`src/hw/rtl/imuoc_pkg.sv`:
```
// shared types, constants and register indexes for the imu offset calibrator
`default_nettype none
package imuoc_pkg;

    localparam int ACCEL_SHIFT = 5;
    localparam int GYRO_SHIFT  = 3;
    localparam int MAX_SHIFT   = (ACCEL_SHIFT > GYRO_SHIFT) ? ACCEL_SHIFT : GYRO_SHIFT;
    localparam int SAMPLE_W    = 16;
    localparam int ACC_W       = SAMPLE_W + MAX_SHIFT;
    localparam int NUM_AXES    = 6;
    localparam int NUM_ACCEL   = 3;
    localparam int AZ_LANE     = 2;
    localparam int GRAV_W      = 15;
    localparam int PERIOD_W    = 8;
    localparam int CFG_IDX_W   = 4;
    localparam int CFG_DATA_W  = 16;

    localparam logic [GRAV_W-1:0]   GRAVITY_RESET = 15'd16384;
    localparam logic [PERIOD_W-1:0] PERIOD_RESET  = 8'd100;
    localparam logic signed [SAMPLE_W-1:0] OFF_MAX = 16'sh7fff;
    localparam logic signed [SAMPLE_W-1:0] OFF_MIN = 16'sh8000;

    typedef enum logic [CFG_IDX_W-1:0] {
        REG_GRAVITY  = 4'd0,
        REG_PERIOD   = 4'd1,
        REG_START_AX = 4'd2,
        REG_START_AY = 4'd3,
        REG_START_AZ = 4'd4,
        REG_START_GX = 4'd5,
        REG_START_GY = 4'd6,
        REG_START_GZ = 4'd7
    } t_cfg_idx;

    typedef struct packed {
        logic signed [SAMPLE_W-1:0] acc_x;
        logic signed [SAMPLE_W-1:0] acc_y;
        logic signed [SAMPLE_W-1:0] acc_z;
        logic signed [SAMPLE_W-1:0] rot_x;
        logic signed [SAMPLE_W-1:0] rot_y;
        logic signed [SAMPLE_W-1:0] rot_z;
    } t_imu_sample;

    typedef struct packed {
        logic signed [SAMPLE_W-1:0] avg_ax;
        logic signed [SAMPLE_W-1:0] avg_ay;
        logic signed [SAMPLE_W-1:0] avg_az;
        logic signed [SAMPLE_W-1:0] avg_gx;
        logic signed [SAMPLE_W-1:0] avg_gy;
        logic signed [SAMPLE_W-1:0] avg_gz;
        logic signed [SAMPLE_W-1:0] new_off_ax;
        logic signed [SAMPLE_W-1:0] new_off_ay;
        logic signed [SAMPLE_W-1:0] new_off_az;
        logic signed [SAMPLE_W-1:0] new_off_gx;
        logic signed [SAMPLE_W-1:0] new_off_gy;
        logic signed [SAMPLE_W-1:0] new_off_gz;
    } t_imu_result;

    typedef struct packed {
        logic signed [SAMPLE_W-1:0] avg;
        logic signed [SAMPLE_W-1:0] off;
    } t_lane_res;

    typedef struct packed {
        logic sample_en;
        logic fire;
        logic reload;
    } t_lane_ctrl;

endpackage
`default_nettype wire

```
`src/hw/rtl/imuoc_lane.sv`:
```
// one axis: shift-based exponential average and offset stepper
`default_nettype none
module imuoc_lane
    import imuoc_pkg::*;
(
    input  wire logic                       i_clk,
    input  wire logic                       i_rst_n,
    input  wire logic                       i_gyro,
    input  wire t_lane_ctrl                 i_ctrl,
    input  wire logic signed [SAMPLE_W-1:0] i_sample,
    input  wire logic signed [SAMPLE_W-1:0] i_start_off,
    input  wire logic [GRAV_W-1:0]          i_target,
    output t_lane_res                       o_res
);

    logic signed [ACC_W-1:0]    r_acc;
    logic signed [ACC_W-1:0]    n_acc;
    logic signed [ACC_W-1:0]    w_old_avg;
    logic signed [ACC_W-1:0]    w_new_avg;
    logic signed [SAMPLE_W-1:0] r_off;
    logic signed [SAMPLE_W-1:0] n_off;
    logic                       w_above;

    always_comb begin
        if (i_gyro) begin
            w_old_avg = r_acc >>> GYRO_SHIFT;
        end else begin
            w_old_avg = r_acc >>> ACCEL_SHIFT;
        end
        // true sum stays inside the accumulator range, so wrapping is exact
        n_acc = r_acc - w_old_avg + ACC_W'(i_sample);
        if (i_gyro) begin
            w_new_avg = n_acc >>> GYRO_SHIFT;
        end else begin
            w_new_avg = n_acc >>> ACCEL_SHIFT;
        end
        w_above = $signed({w_new_avg[SAMPLE_W-1], w_new_avg[SAMPLE_W-1:0]})
                > $signed({2'b00, i_target});
        if (w_above) begin
            n_off = (r_off == OFF_MIN) ? r_off : r_off - SAMPLE_W'(1);
        end else begin
            n_off = (r_off == OFF_MAX) ? r_off : r_off + SAMPLE_W'(1);
        end
    end

    assign o_res.avg = w_new_avg[SAMPLE_W-1:0];
    assign o_res.off = n_off;

    always_ff @(posedge i_clk) begin
        if (!i_rst_n) begin
            r_acc <= '0;
            r_off <= '0;
        end else begin
            if (i_ctrl.sample_en) begin
                r_acc <= n_acc;
            end
            if (i_ctrl.reload) begin
                r_off <= i_start_off;
            end else if (i_ctrl.sample_en && i_ctrl.fire) begin
                r_off <= n_off;
            end
        end
    end

endmodule
`default_nettype wire

```
`src/hw/rtl/imuoc_merge.sv`:
```
// gathers the six lane results into one output transaction register
`default_nettype none
module imuoc_merge
    import imuoc_pkg::*;
(
    input  wire logic      i_clk,
    input  wire logic      i_rst_n,
    input  wire logic      i_take,
    input  wire t_lane_res i_res [NUM_AXES],
    input  wire logic      i_out_ready,
    output logic           o_out_valid,
    output t_imu_result    o_result,
    output logic           o_busy
);

    logic        r_valid;
    t_imu_result r_result;
    t_imu_result n_result;

    always_comb begin
        n_result.avg_ax     = i_res[0].avg;
        n_result.avg_ay     = i_res[1].avg;
        n_result.avg_az     = i_res[2].avg;
        n_result.avg_gx     = i_res[3].avg;
        n_result.avg_gy     = i_res[4].avg;
        n_result.avg_gz     = i_res[5].avg;
        n_result.new_off_ax = i_res[0].off;
        n_result.new_off_ay = i_res[1].off;
        n_result.new_off_az = i_res[2].off;
        n_result.new_off_gx = i_res[3].off;
        n_result.new_off_gy = i_res[4].off;
        n_result.new_off_gz = i_res[5].off;
    end

    always_ff @(posedge i_clk) begin
        if (!i_rst_n) begin
            r_valid <= 1'b0;
        end else if (i_take) begin
            r_valid <= 1'b1;
        end else if (i_out_ready) begin
            r_valid <= 1'b0;
        end
    end

    always_ff @(posedge i_clk) begin
        if (i_take) begin
            r_result <= n_result;
        end
    end

    assign o_out_valid = r_valid;
    assign o_result    = r_result;
    // a held result that is not taken this cycle blocks a new one
    assign o_busy      = r_valid && !i_out_ready;

endmodule
`default_nettype wire

```
`src/hw/rtl/imu_offset_calibrator.sv`:
```
// top level of the six-axis imu offset calibrator
//
// Takes one six-axis sample per clock when ready. Each axis runs in its own
// lane: an exponential average (shift 5 for accelerometer, 3 for gyro) and
// an offset that steps by one when the sample counter fires, down if the
// average is above its target, else up. A fire yields one output transaction
// with the six averages and new offsets, held in an output register until
// taken; samples that produce no result keep flowing while it waits, and
// only a sample that would fire waits for the register to free. Any valid
// configuration write to a known index reloads all offsets from the start
// registers; the configuration port is always ready.
`default_nettype none
module imu_offset_calibrator
    import imuoc_pkg::*;
(
    input  wire logic                  i_clk,
    input  wire logic                  i_rst_n,
    input  wire logic                  i_in_valid,
    output logic                       o_in_ready,
    input  wire t_imu_sample           i_sample,
    output logic                       o_out_valid,
    input  wire logic                  i_out_ready,
    output t_imu_result                o_result,
    input  wire logic                  i_cfg_valid,
    output logic                       o_cfg_ready,
    input  wire logic [CFG_IDX_W-1:0]  i_cfg_index,
    input  wire logic [CFG_DATA_W-1:0] i_cfg_data
);

    logic [GRAV_W-1:0]          r_gravity;
    logic [PERIOD_W-1:0]        r_period;
    logic [PERIOD_W-1:0]        r_count;
    logic signed [SAMPLE_W-1:0] r_start [NUM_AXES];
    logic signed [SAMPLE_W-1:0] n_start [NUM_AXES];
    logic signed [SAMPLE_W-1:0] w_x     [NUM_AXES];
    t_lane_res                  w_res   [NUM_AXES];
    t_lane_ctrl                 w_ctrl;
    logic                       w_cfg_we;
    logic                       w_cfg_known;
    logic                       w_fire;
    logic                       w_accept;
    logic                       w_busy;

    assign o_cfg_ready = 1'b1;
    assign w_cfg_we    = i_cfg_valid;

    always_comb begin
        case (t_cfg_idx'(i_cfg_index))
            REG_GRAVITY, REG_PERIOD, REG_START_AX, REG_START_AY,
            REG_START_AZ, REG_START_GX, REG_START_GY, REG_START_GZ: begin
                w_cfg_known = 1'b1;
            end
            default: begin
                w_cfg_known = 1'b0;
            end
        endcase
    end

    always_ff @(posedge i_clk) begin
        if (!i_rst_n) begin
            r_gravity <= GRAVITY_RESET;
            r_period  <= PERIOD_RESET;
            for (int k = 0; k < NUM_AXES; k++) begin
                r_start[k] <= '0;
            end
        end else if (w_cfg_we) begin
            case (t_cfg_idx'(i_cfg_index))
                REG_GRAVITY: begin
                    r_gravity <= i_cfg_data[GRAV_W-1:0];
                end
                REG_PERIOD: begin
                    r_period <= i_cfg_data[PERIOD_W-1:0];
                end
                default: begin
                    for (int k = 0; k < NUM_AXES; k++) begin
                        r_start[k] <= n_start[k];
                    end
                end
            endcase
        end
    end

    // start values as they stand after this cycle's write, used for the reload
    always_comb begin
        for (int k = 0; k < NUM_AXES; k++) begin
            if (w_cfg_we &&
                i_cfg_index == CFG_IDX_W'(REG_START_AX) + CFG_IDX_W'(k)) begin
                n_start[k] = $signed(i_cfg_data[SAMPLE_W-1:0]);
            end else begin
                n_start[k] = r_start[k];
            end
        end
    end

    assign w_fire     = (r_count == r_period);
    assign o_in_ready = !(w_busy && w_fire);
    assign w_accept   = i_in_valid && o_in_ready;

    always_ff @(posedge i_clk) begin
        if (!i_rst_n) begin
            r_count <= '0;
        end else if (w_accept) begin
            r_count <= w_fire ? PERIOD_W'(1) : r_count + PERIOD_W'(1);
        end
    end

    assign w_ctrl.sample_en = w_accept;
    assign w_ctrl.fire      = w_fire;
    assign w_ctrl.reload    = w_cfg_we && w_cfg_known;

    assign w_x[0] = i_sample.acc_x;
    assign w_x[1] = i_sample.acc_y;
    assign w_x[2] = i_sample.acc_z;
    assign w_x[3] = i_sample.rot_x;
    assign w_x[4] = i_sample.rot_y;
    assign w_x[5] = i_sample.rot_z;

    for (genvar g = 0; g < NUM_AXES; g++) begin : g_lane
        imuoc_lane u_lane (
            .i_clk       (i_clk),
            .i_rst_n     (i_rst_n),
            .i_gyro      ((g >= NUM_ACCEL) ? 1'b1 : 1'b0),
            .i_ctrl      (w_ctrl),
            .i_sample    (w_x[g]),
            .i_start_off (n_start[g]),
            .i_target    ((g == AZ_LANE) ? r_gravity : GRAV_W'(0)),
            .o_res       (w_res[g])
        );
    end

    imuoc_merge u_merge (
        .i_clk       (i_clk),
        .i_rst_n     (i_rst_n),
        .i_take      (w_accept && w_fire),
        .i_res       (w_res),
        .i_out_ready (i_out_ready),
        .o_out_valid (o_out_valid),
        .o_result    (o_result),
        .o_busy      (w_busy)
    );

endmodule
`default_nettype wire
```
`config.mk`:
```
export PLATFORM = sky130hd
export DESIGN_NAME = imu_offset_calibrator
export DESIGN_NICKNAME = d
export VERILOG_FILES = /design/src/hw/rtl/imuoc_pkg.sv /design/src/hw/rtl/imuoc_lane.sv /design/src/hw/rtl/imuoc_merge.sv /design/src/hw/rtl/imu_offset_calibrator.sv
export SDC_FILE = /design/constraint.sdc
export NUM_CORES = 2
export LEC_CHECK = 0
export BUFFER_PORTS_ARGS = -buffer_cell sky130_fd_sc_hd__buf_2
export CORE_ASPECT_RATIO = 0.75
export CORE_UTILIZATION = 60
export DETAILED_ROUTE_END_ITERATION = 10
export PLACE_DENSITY = 0.81
export SLEW_MARGIN = 10
export SYNTH_ARGS = -nofsm -noshare
export SYNTH_HDL_FRONTEND = slang
export SYNTH_SLANG_ARGS = --single-unit
```
`constraint.sdc`:
```
create_clock -name i_clk -period 18.3 [get_ports i_clk]
set_input_delay 0.915 -clock i_clk [delete_from_list [all_inputs] [get_ports i_clk]]
set_output_delay 0.915 -clock i_clk [all_outputs]
set_load 0.02 [all_outputs]
```
# After elaboration in Yosys (flattened, before gate mapping)
# Memory sizes are Yosys's and may differ from the RTL's.
# Cells that the tools add are included.
# word_totals
elab_cells,156
output_inout_bits,195
n_memories,1
ram_bits,96
regBits,446
in_bits,121
# op_classes
reduce_logical,19
n_eq_ne,20
n_mux,51
n_lt_le_gt_ge,6
add_sub_neg,25
bitwise_logic,6
# mem_list
name,words,width,read_ports,rd_clocked_by_memory_dff,wr,line,rtl
r_start,6,16,6,0,6,imu_offset_calibrator.sv:33,logic signed [SAMPLE_W-1:0] r_start [NUM_AXES];
# ops
operator,count
$mux W16,42
$eq A16 B16 Y1 const B,12
$add A21 B16 Y21,6
$add A16 B2 Y16 const B,6
$sub A16 B2 Y16 const B,6
$gt A16 B1 Y1 const B,5
$sub A21 B16 Y21,3
$sub A21 B18 Y21,3
$eq A4 B3 Y1 const B,4
$gt A16 B16 Y1,1
$logic_and A1 B1 Y1,11
$add A8 B1 Y8 const B,1
$eq A4 B2 Y1 const B,2
$eq A8 B8 Y1,1
$mux W1,8
$mux W8,1
$or A1 B1 Y1,6
$eq A4 B1 Y1 const B,1
$logic_not A4 Y1,1
$reduce_and A2 Y1,2
$reduce_bool A2 Y1,2
$logic_not A1 Y1,2
$reduce_or A2 Y1,1

# Longest topological paths before layout
# logic_depth
ltp_word,8
ltp_mapped,28
mapped_depth_nobuf,27

# Modules after synthesis
# A second synthesis with hierarchy kept.
# unflattened
cells_unflattened,4727
area_unflattened_um2,41925.2
# modules_own_cells
mod,area_each_um2,seq_area_each_um2,n_inst,cells_each
imu_offset_calibrator,6292.3,3503.4,1,503
imuoc_merge,5806.8,5785.5,1,195
imuoc_lane at g_lane[1].u_lane,5133.7,740.7,1,669
imuoc_lane at g_lane[3].u_lane,5063.6,740.7,1,695
imuoc_lane at g_lane[4].u_lane,4931.0,740.7,1,680
imuoc_lane at g_lane[5].u_lane,4931.0,740.7,1,661
imuoc_lane at g_lane[0].u_lane,4890.9,740.7,1,669
imuoc_lane at g_lane[2].u_lane,4875.9,740.7,1,655

# Worst setup path after synthesis
# OpenSTA, ideal clock, no wires.
# synth_timing
path_kind,input to register
from,input port i_out_ready
to,register g_lane[1].u_lane.r_off[14]
stages,10
n_path_buf,3
arrival_time_ps,8406
path_slack_ps,9802
required_ps,18209
setup_ps,91
path_cell_list,nand2b_1 > or2_2 > and2_1 > clkbuf_1 > nand3_1 > inv_1 > clkbuf_1 > clkbuf_1 > o21ai_0 > a31oi_1
# synth_between
elab_chain_cells,7
# synth_lines
element,line,rtl
from (decl),imu_offset_calibrator.sv:22,"input wire logic i_out_ready,"
$logic_not A1 Y1,imuoc_merge.sv:54,assign o_busy = r_valid && !i_out_ready;
$logic_and A1 B1 Y1,imuoc_merge.sv:54,
$logic_and A1 B1 Y1,imu_offset_calibrator.sv:96,assign o_in_ready = !(w_busy && w_fire);
$logic_not A1 Y1,imu_offset_calibrator.sv:96,
via o_in_ready,imu_offset_calibrator.sv:19,"output logic o_in_ready,"
$logic_and A1 B1 Y1,imu_offset_calibrator.sv:97,assign w_accept = i_in_valid && o_in_ready;
$logic_and A1 B1 Y1,-,
via u_merge.i_take,imuoc_merge.sv:8,"input wire logic i_take,"
$reduce_bool A2 Y1 (no line),-,
to (signal assigned),imuoc_lane.sv:58,r_off <= i_start_off;
to (signal assigned),imuoc_lane.sv:60,r_off <= n_off;
to (decl),imuoc_lane.sv:20,logic signed [SAMPLE_W-1:0] r_off;
# The timed path passes the listed nets, and every way through them passes these cells.
# A chain may end at the register's enable or synchronous reset.

# Worst setup path in the final report
# layout_timing
from,input port i_sample[50] in the netlist's numbering
to,register g_lane[2].u_lane.r_off[11]
# layout_between
elab_chain_cells,5
# layout_lines
element,line,rtl
from (decl),imu_offset_calibrator.sv:20,"input wire t_imu_sample i_sample,"
$add A21 B16 Y21,imuoc_lane.sv:31,n_acc = r_acc - w_old_avg + ACC_W'(i_sample);
via g_lane[2].u_lane.n_acc[16],imuoc_lane.sv:17,logic signed [ACC_W-1:0] n_acc;
$gt A16 B16 Y1,imuoc_lane.sv:38,"> $signed({2'b00, i_target});"
$mux W16,imuoc_lane.sv:39,if (w_above) begin
$mux W16,imuoc_lane.sv:59,end else if (i_ctrl.sample_en && i_ctrl.fire) begin
$mux W16,imuoc_lane.sv:57,if (i_ctrl.reload) begin
to (signal assigned),imuoc_lane.sv:58,
to (signal assigned),imuoc_lane.sv:60,
to (decl),imuoc_lane.sv:20,
# The timed path passes the listed nets, and every way through them passes these cells. The select of a mux whose other input is x is not followed.

==> metrics.csv <==
stage;metric;value;unit
outcome;status;finished clean;
yosys;Synth Instances;4020;
worst_setup_path;CP Buf/Inv Count;4;
floorplanning;Core Box Area;58900;µm²
sta;# setup viols final;0;
power_and_ir_drop;sw frac;46.8;%
sta;fmax;147;MHz
worst_setup_path;startpoint types;input port;
grt;largest net degree at the start of global routing;120;
route;Post-Route WL;94.6;mm
clock_network;CTS sink count;542;
yosys;area leader, netlist;edfxtp_1;
worst_setup_path;crit path max fanout;18;
yosys;EDFF count, synth;288;
sta;Hold Vio Cnt, Final;0;
grt;GRT Overall Usage;30.4;%
route;# DRC;0;
placement;HPWL Detailed;65.7;mm
grt;met1 Resource Use GR;44.5;%
power_and_ir_drop;Logic pwr share;63.0;%
worst_setup_path;Worst Path Required;18.81;ns
sta;Tmin final;6.82;ns
worst_setup_path;Worst setup EP type;flip-flop;
grt;M3 GR Usage;5.02;%
yosys;syn_nets;4427;
clock_network;cts bufs inserted;55;
yosys;Syn Area/Cell;8.89;µm²
grt;GRT met2 Usage;46.2;%
placement;PortBufs;314;
power_and_ir_drop;Seq pwr share;21.9;%
finish;Final nets;4625;
clock_network;CTS tree;done;
grt;total grt overflow;0;
sta;Post-Route Setup TNS;0;ns
grt;peak-usage layer in the global routing report;met2;
yosys;top cell type's share of synthesized area;24.2;%
sta;worst-margin pin slew;1.14;ns
yosys;top-count cell post-synth;inv_1;
grt;antenna violations before repair;2;
clock_network;post_cts resized;0;
clock_network;Clock transition at path regs;0.06;ns
power_and_ir_drop;Max rail drop VDD;0.139;mV
power_and_ir_drop;Net Sw Power;3.78;mW
sta;Final period util;37.3;%
route;Detailed Route Iter0 Violations;3038;
grt;first-pass GRT wire length;147;mm
route;vias per cell;5.92;
power_and_ir_drop;Lkg Pwr;17.4;nW
floorplanning;die area;60500;µm²
floorplanning;Site Rows;77;
clock_network;clk buf depth;3;
finish;share of post-route cells with drive strength above 1;11.6;%
clock_network;H-tree levels;2;
power_and_ir_drop;Clk pwr share;15.1;%
yosys;YS warnings;0;
worst_setup_path;CP Class;in -> reg;
floorplanning;Initial Utilization;60.7;%
yosys;Cell variety after synth;91;
worst_setup_path;highest cell delay on the worst timing path;0.90;ns
clock_network;clock root cell;clkbuf_16;
sta;Rel. slew slack;23.0;%
route;Final ANT Viol Nets;0;
grt;vias in the first global route;27046;
worst_setup_path;Worst Path Arrival;7.34;ns
worst_setup_path;CP top delay family;simple AND/OR/NAND/NOR gates;
placement;routability cong.;0.949;
yosys;synthesized cell area;35700;µm²
power_and_ir_drop;cell internal pwr;4.28;mW
floorplanning;# IOs;316;
finish;Fillers;4697;
worst_hold_path;type of the most critical hold path;reg -> reg;
route;First-pass DRT Iterations;6;
sta;Final WS setup;11.48;ns
worst_setup_path;Crit-path slowest cell;nor4b_1;
placement;pre-CTS WS;11.01;ns
power_and_ir_drop;PD cells;203;nW/µm²
yosys;Synth Flop Type;edfxtp_1;
run;Max-Cap Viols;0;
yosys;FF+latch count, synth;542;
finish;Area Overhead vs Synth;11.2;%
yosys;largest cells by area after synthesis;edfxtp_1 24%, dfxtp_1 14%, fa_1 6.7%;
sta;Slew Viols, Final;0;
floorplanning;Die Span X;284;µm
clock_network;Post-CTS Hold Buffers;0;
sta;skew final;0.0296;ns
clock_network;Clk Latency, worst-skew pair;0.62;ns
route;via count;29928;
yosys;ys async rst share;0;%
sta;RSZ-0062 raised after global routing;false;
yosys;register area share after synthesis;38.4;%
clock_network;Post-CTS Setup Repair Bufs;0;
route;DR WL/cell;18.7;µm
floorplanning;Die Height;213;µm
yosys;top cells by count, synth;555 x inv_1, 446 x nand2_1, 324 x nor2_1;
[routing by layer]
metal	vias up	routed length (µm)
li1	14199	-
met4	0	2530
met2	1328	41400
met1	14224	42500
met5	-	0
met3	177	8180
[sequential cells by signal, summed over array words and instances (netlist names)]
name                 cells
g_lane.u_lane.r_acc    126
g_lane.u_lane.r_off     96
r_count                  8
r_gravity               15
r_period                 8
r_start                 96
u_merge.o_out_valid      1
u_merge.o_result       192
[cells by family after synthesis]
logic type | after synthesis | synth area share [%]
AND/OR/NAND/NOR | 1278 | 16.8
AO/OA/AOI/OAI | 818 | 15.3
buffers and inverters | 751 | 7.94
flip-flops | 542 | 38.4
adder cells (fa/ha/maj) | 286 | 12.5
XOR/XNOR | 203 | 4.98
multiplexers | 141 | 3.98
other | 1 | 0.0105
[area by class of cell]
| cell class | instances | area (µm²) | share of cell area (%) |
|---|---|---|---|
| flip-flops and latches | 542 | 13700 | 34.6 |
| clock inverters | 28 | 379 | 0.954 |
| inverters | 555 | 2100 | 5.27 |
| diodes | 2 | 5.00 | 0.0126 |
| multi-input cells | 2727 | 19200 | 48.4 |
| repair buffers | 337 | 1740 | 4.39 |
| clock buffers | 76 | 1560 | 3.92 |
| well taps | 790 | 988 | 2.49 |
[through the flow]
step | cells | power [mW] | hold slack (ns) | area (µm²) | util (%)
6_report | 5057 | 8.06 | 0.456 | 39700 | 67.5
5_1_grt | 5057 | 8.67 | 0.474 | 39700 | 67.5
4_1_cts | 5055 | 7.97 | 0.455 | 39700 | 67.5
3_5_place_dp | 4951 | 6.70 | 0.446 | 37800 | 64.2
3_3_place_gp | 4951 | 6.61 | 0.440 | 37800 | 64.2
2_1_floorplan | 4020 | 5.54 | 0.432 | 35700 | -
[placed cells by master, fill, tap and decap left out, types with 56 or more instances in the layout]
| master | count |
|---|---|
| fa_1 | 120 |
| nor3_1 | 91 |
| xor2_1 | 88 |
| nand3_1 | 72 |
| a21oi_1 | 284 |
| o21ai_0 | 95 |
| inv_1 | 553 |
| xnor2_1 | 115 |
| ha_1 | 166 |
| edfxtp_1 | 288 |
| and3_1 | 58 |
| buf_2 | 314 |
| nand2_1 | 444 |
| a211oi_1 | 56 |
| clkbuf_16 | 57 |
| mux2i_1 | 133 |
| dfxtp_1 | 254 |
| nor2_1 | 323 |
[power groups by stage]
| stage | Sequential (mW) | Clock [mW] | Combinational (mW) |
|---|---|---|---|
| after floorplan | 1.74 | 0 | 3.80 |
| after global placement | 1.79 | 0 | 4.82 |
| after detailed placement | 1.79 | 0 | 4.91 |
| after CTS | 1.77 | 1.23 | 4.97 |
| after global routing | 1.78 | 1.28 | 5.61 |
| final | 1.77 | 1.22 | 5.08 |
[worst paths after layout]
check                                               start  slack, ns  cells past startpoint                         end
worst max-delay path                         i_sample[50]      11.48                     27  g_lane[2].u_lane.r_off[11]
worst min-delay path            g_lane[0].u_lane.r_acc[3]       0.46                      2   g_lane[0].u_lane.r_acc[3]
worst max register to register  g_lane[2].u_lane.r_acc[2]      11.57                     26  g_lane[2].u_lane.r_off[11]
worst min register to register  g_lane[0].u_lane.r_acc[3]       0.46                      2   g_lane[0].u_lane.r_acc[3]
[tightest hold or removal path, delay by kind of cell (launching register included)]
| family | cells | cell delay (ns) |
|---|---|---|
| AO/OA/AOI/OAI | 1 | 0.05 |
| flip-flops | 1 | 0.31 |
| AND/OR/NAND/NOR | 1 | 0.05 |
Note: power is estimated with default switching activity, not from simulation.
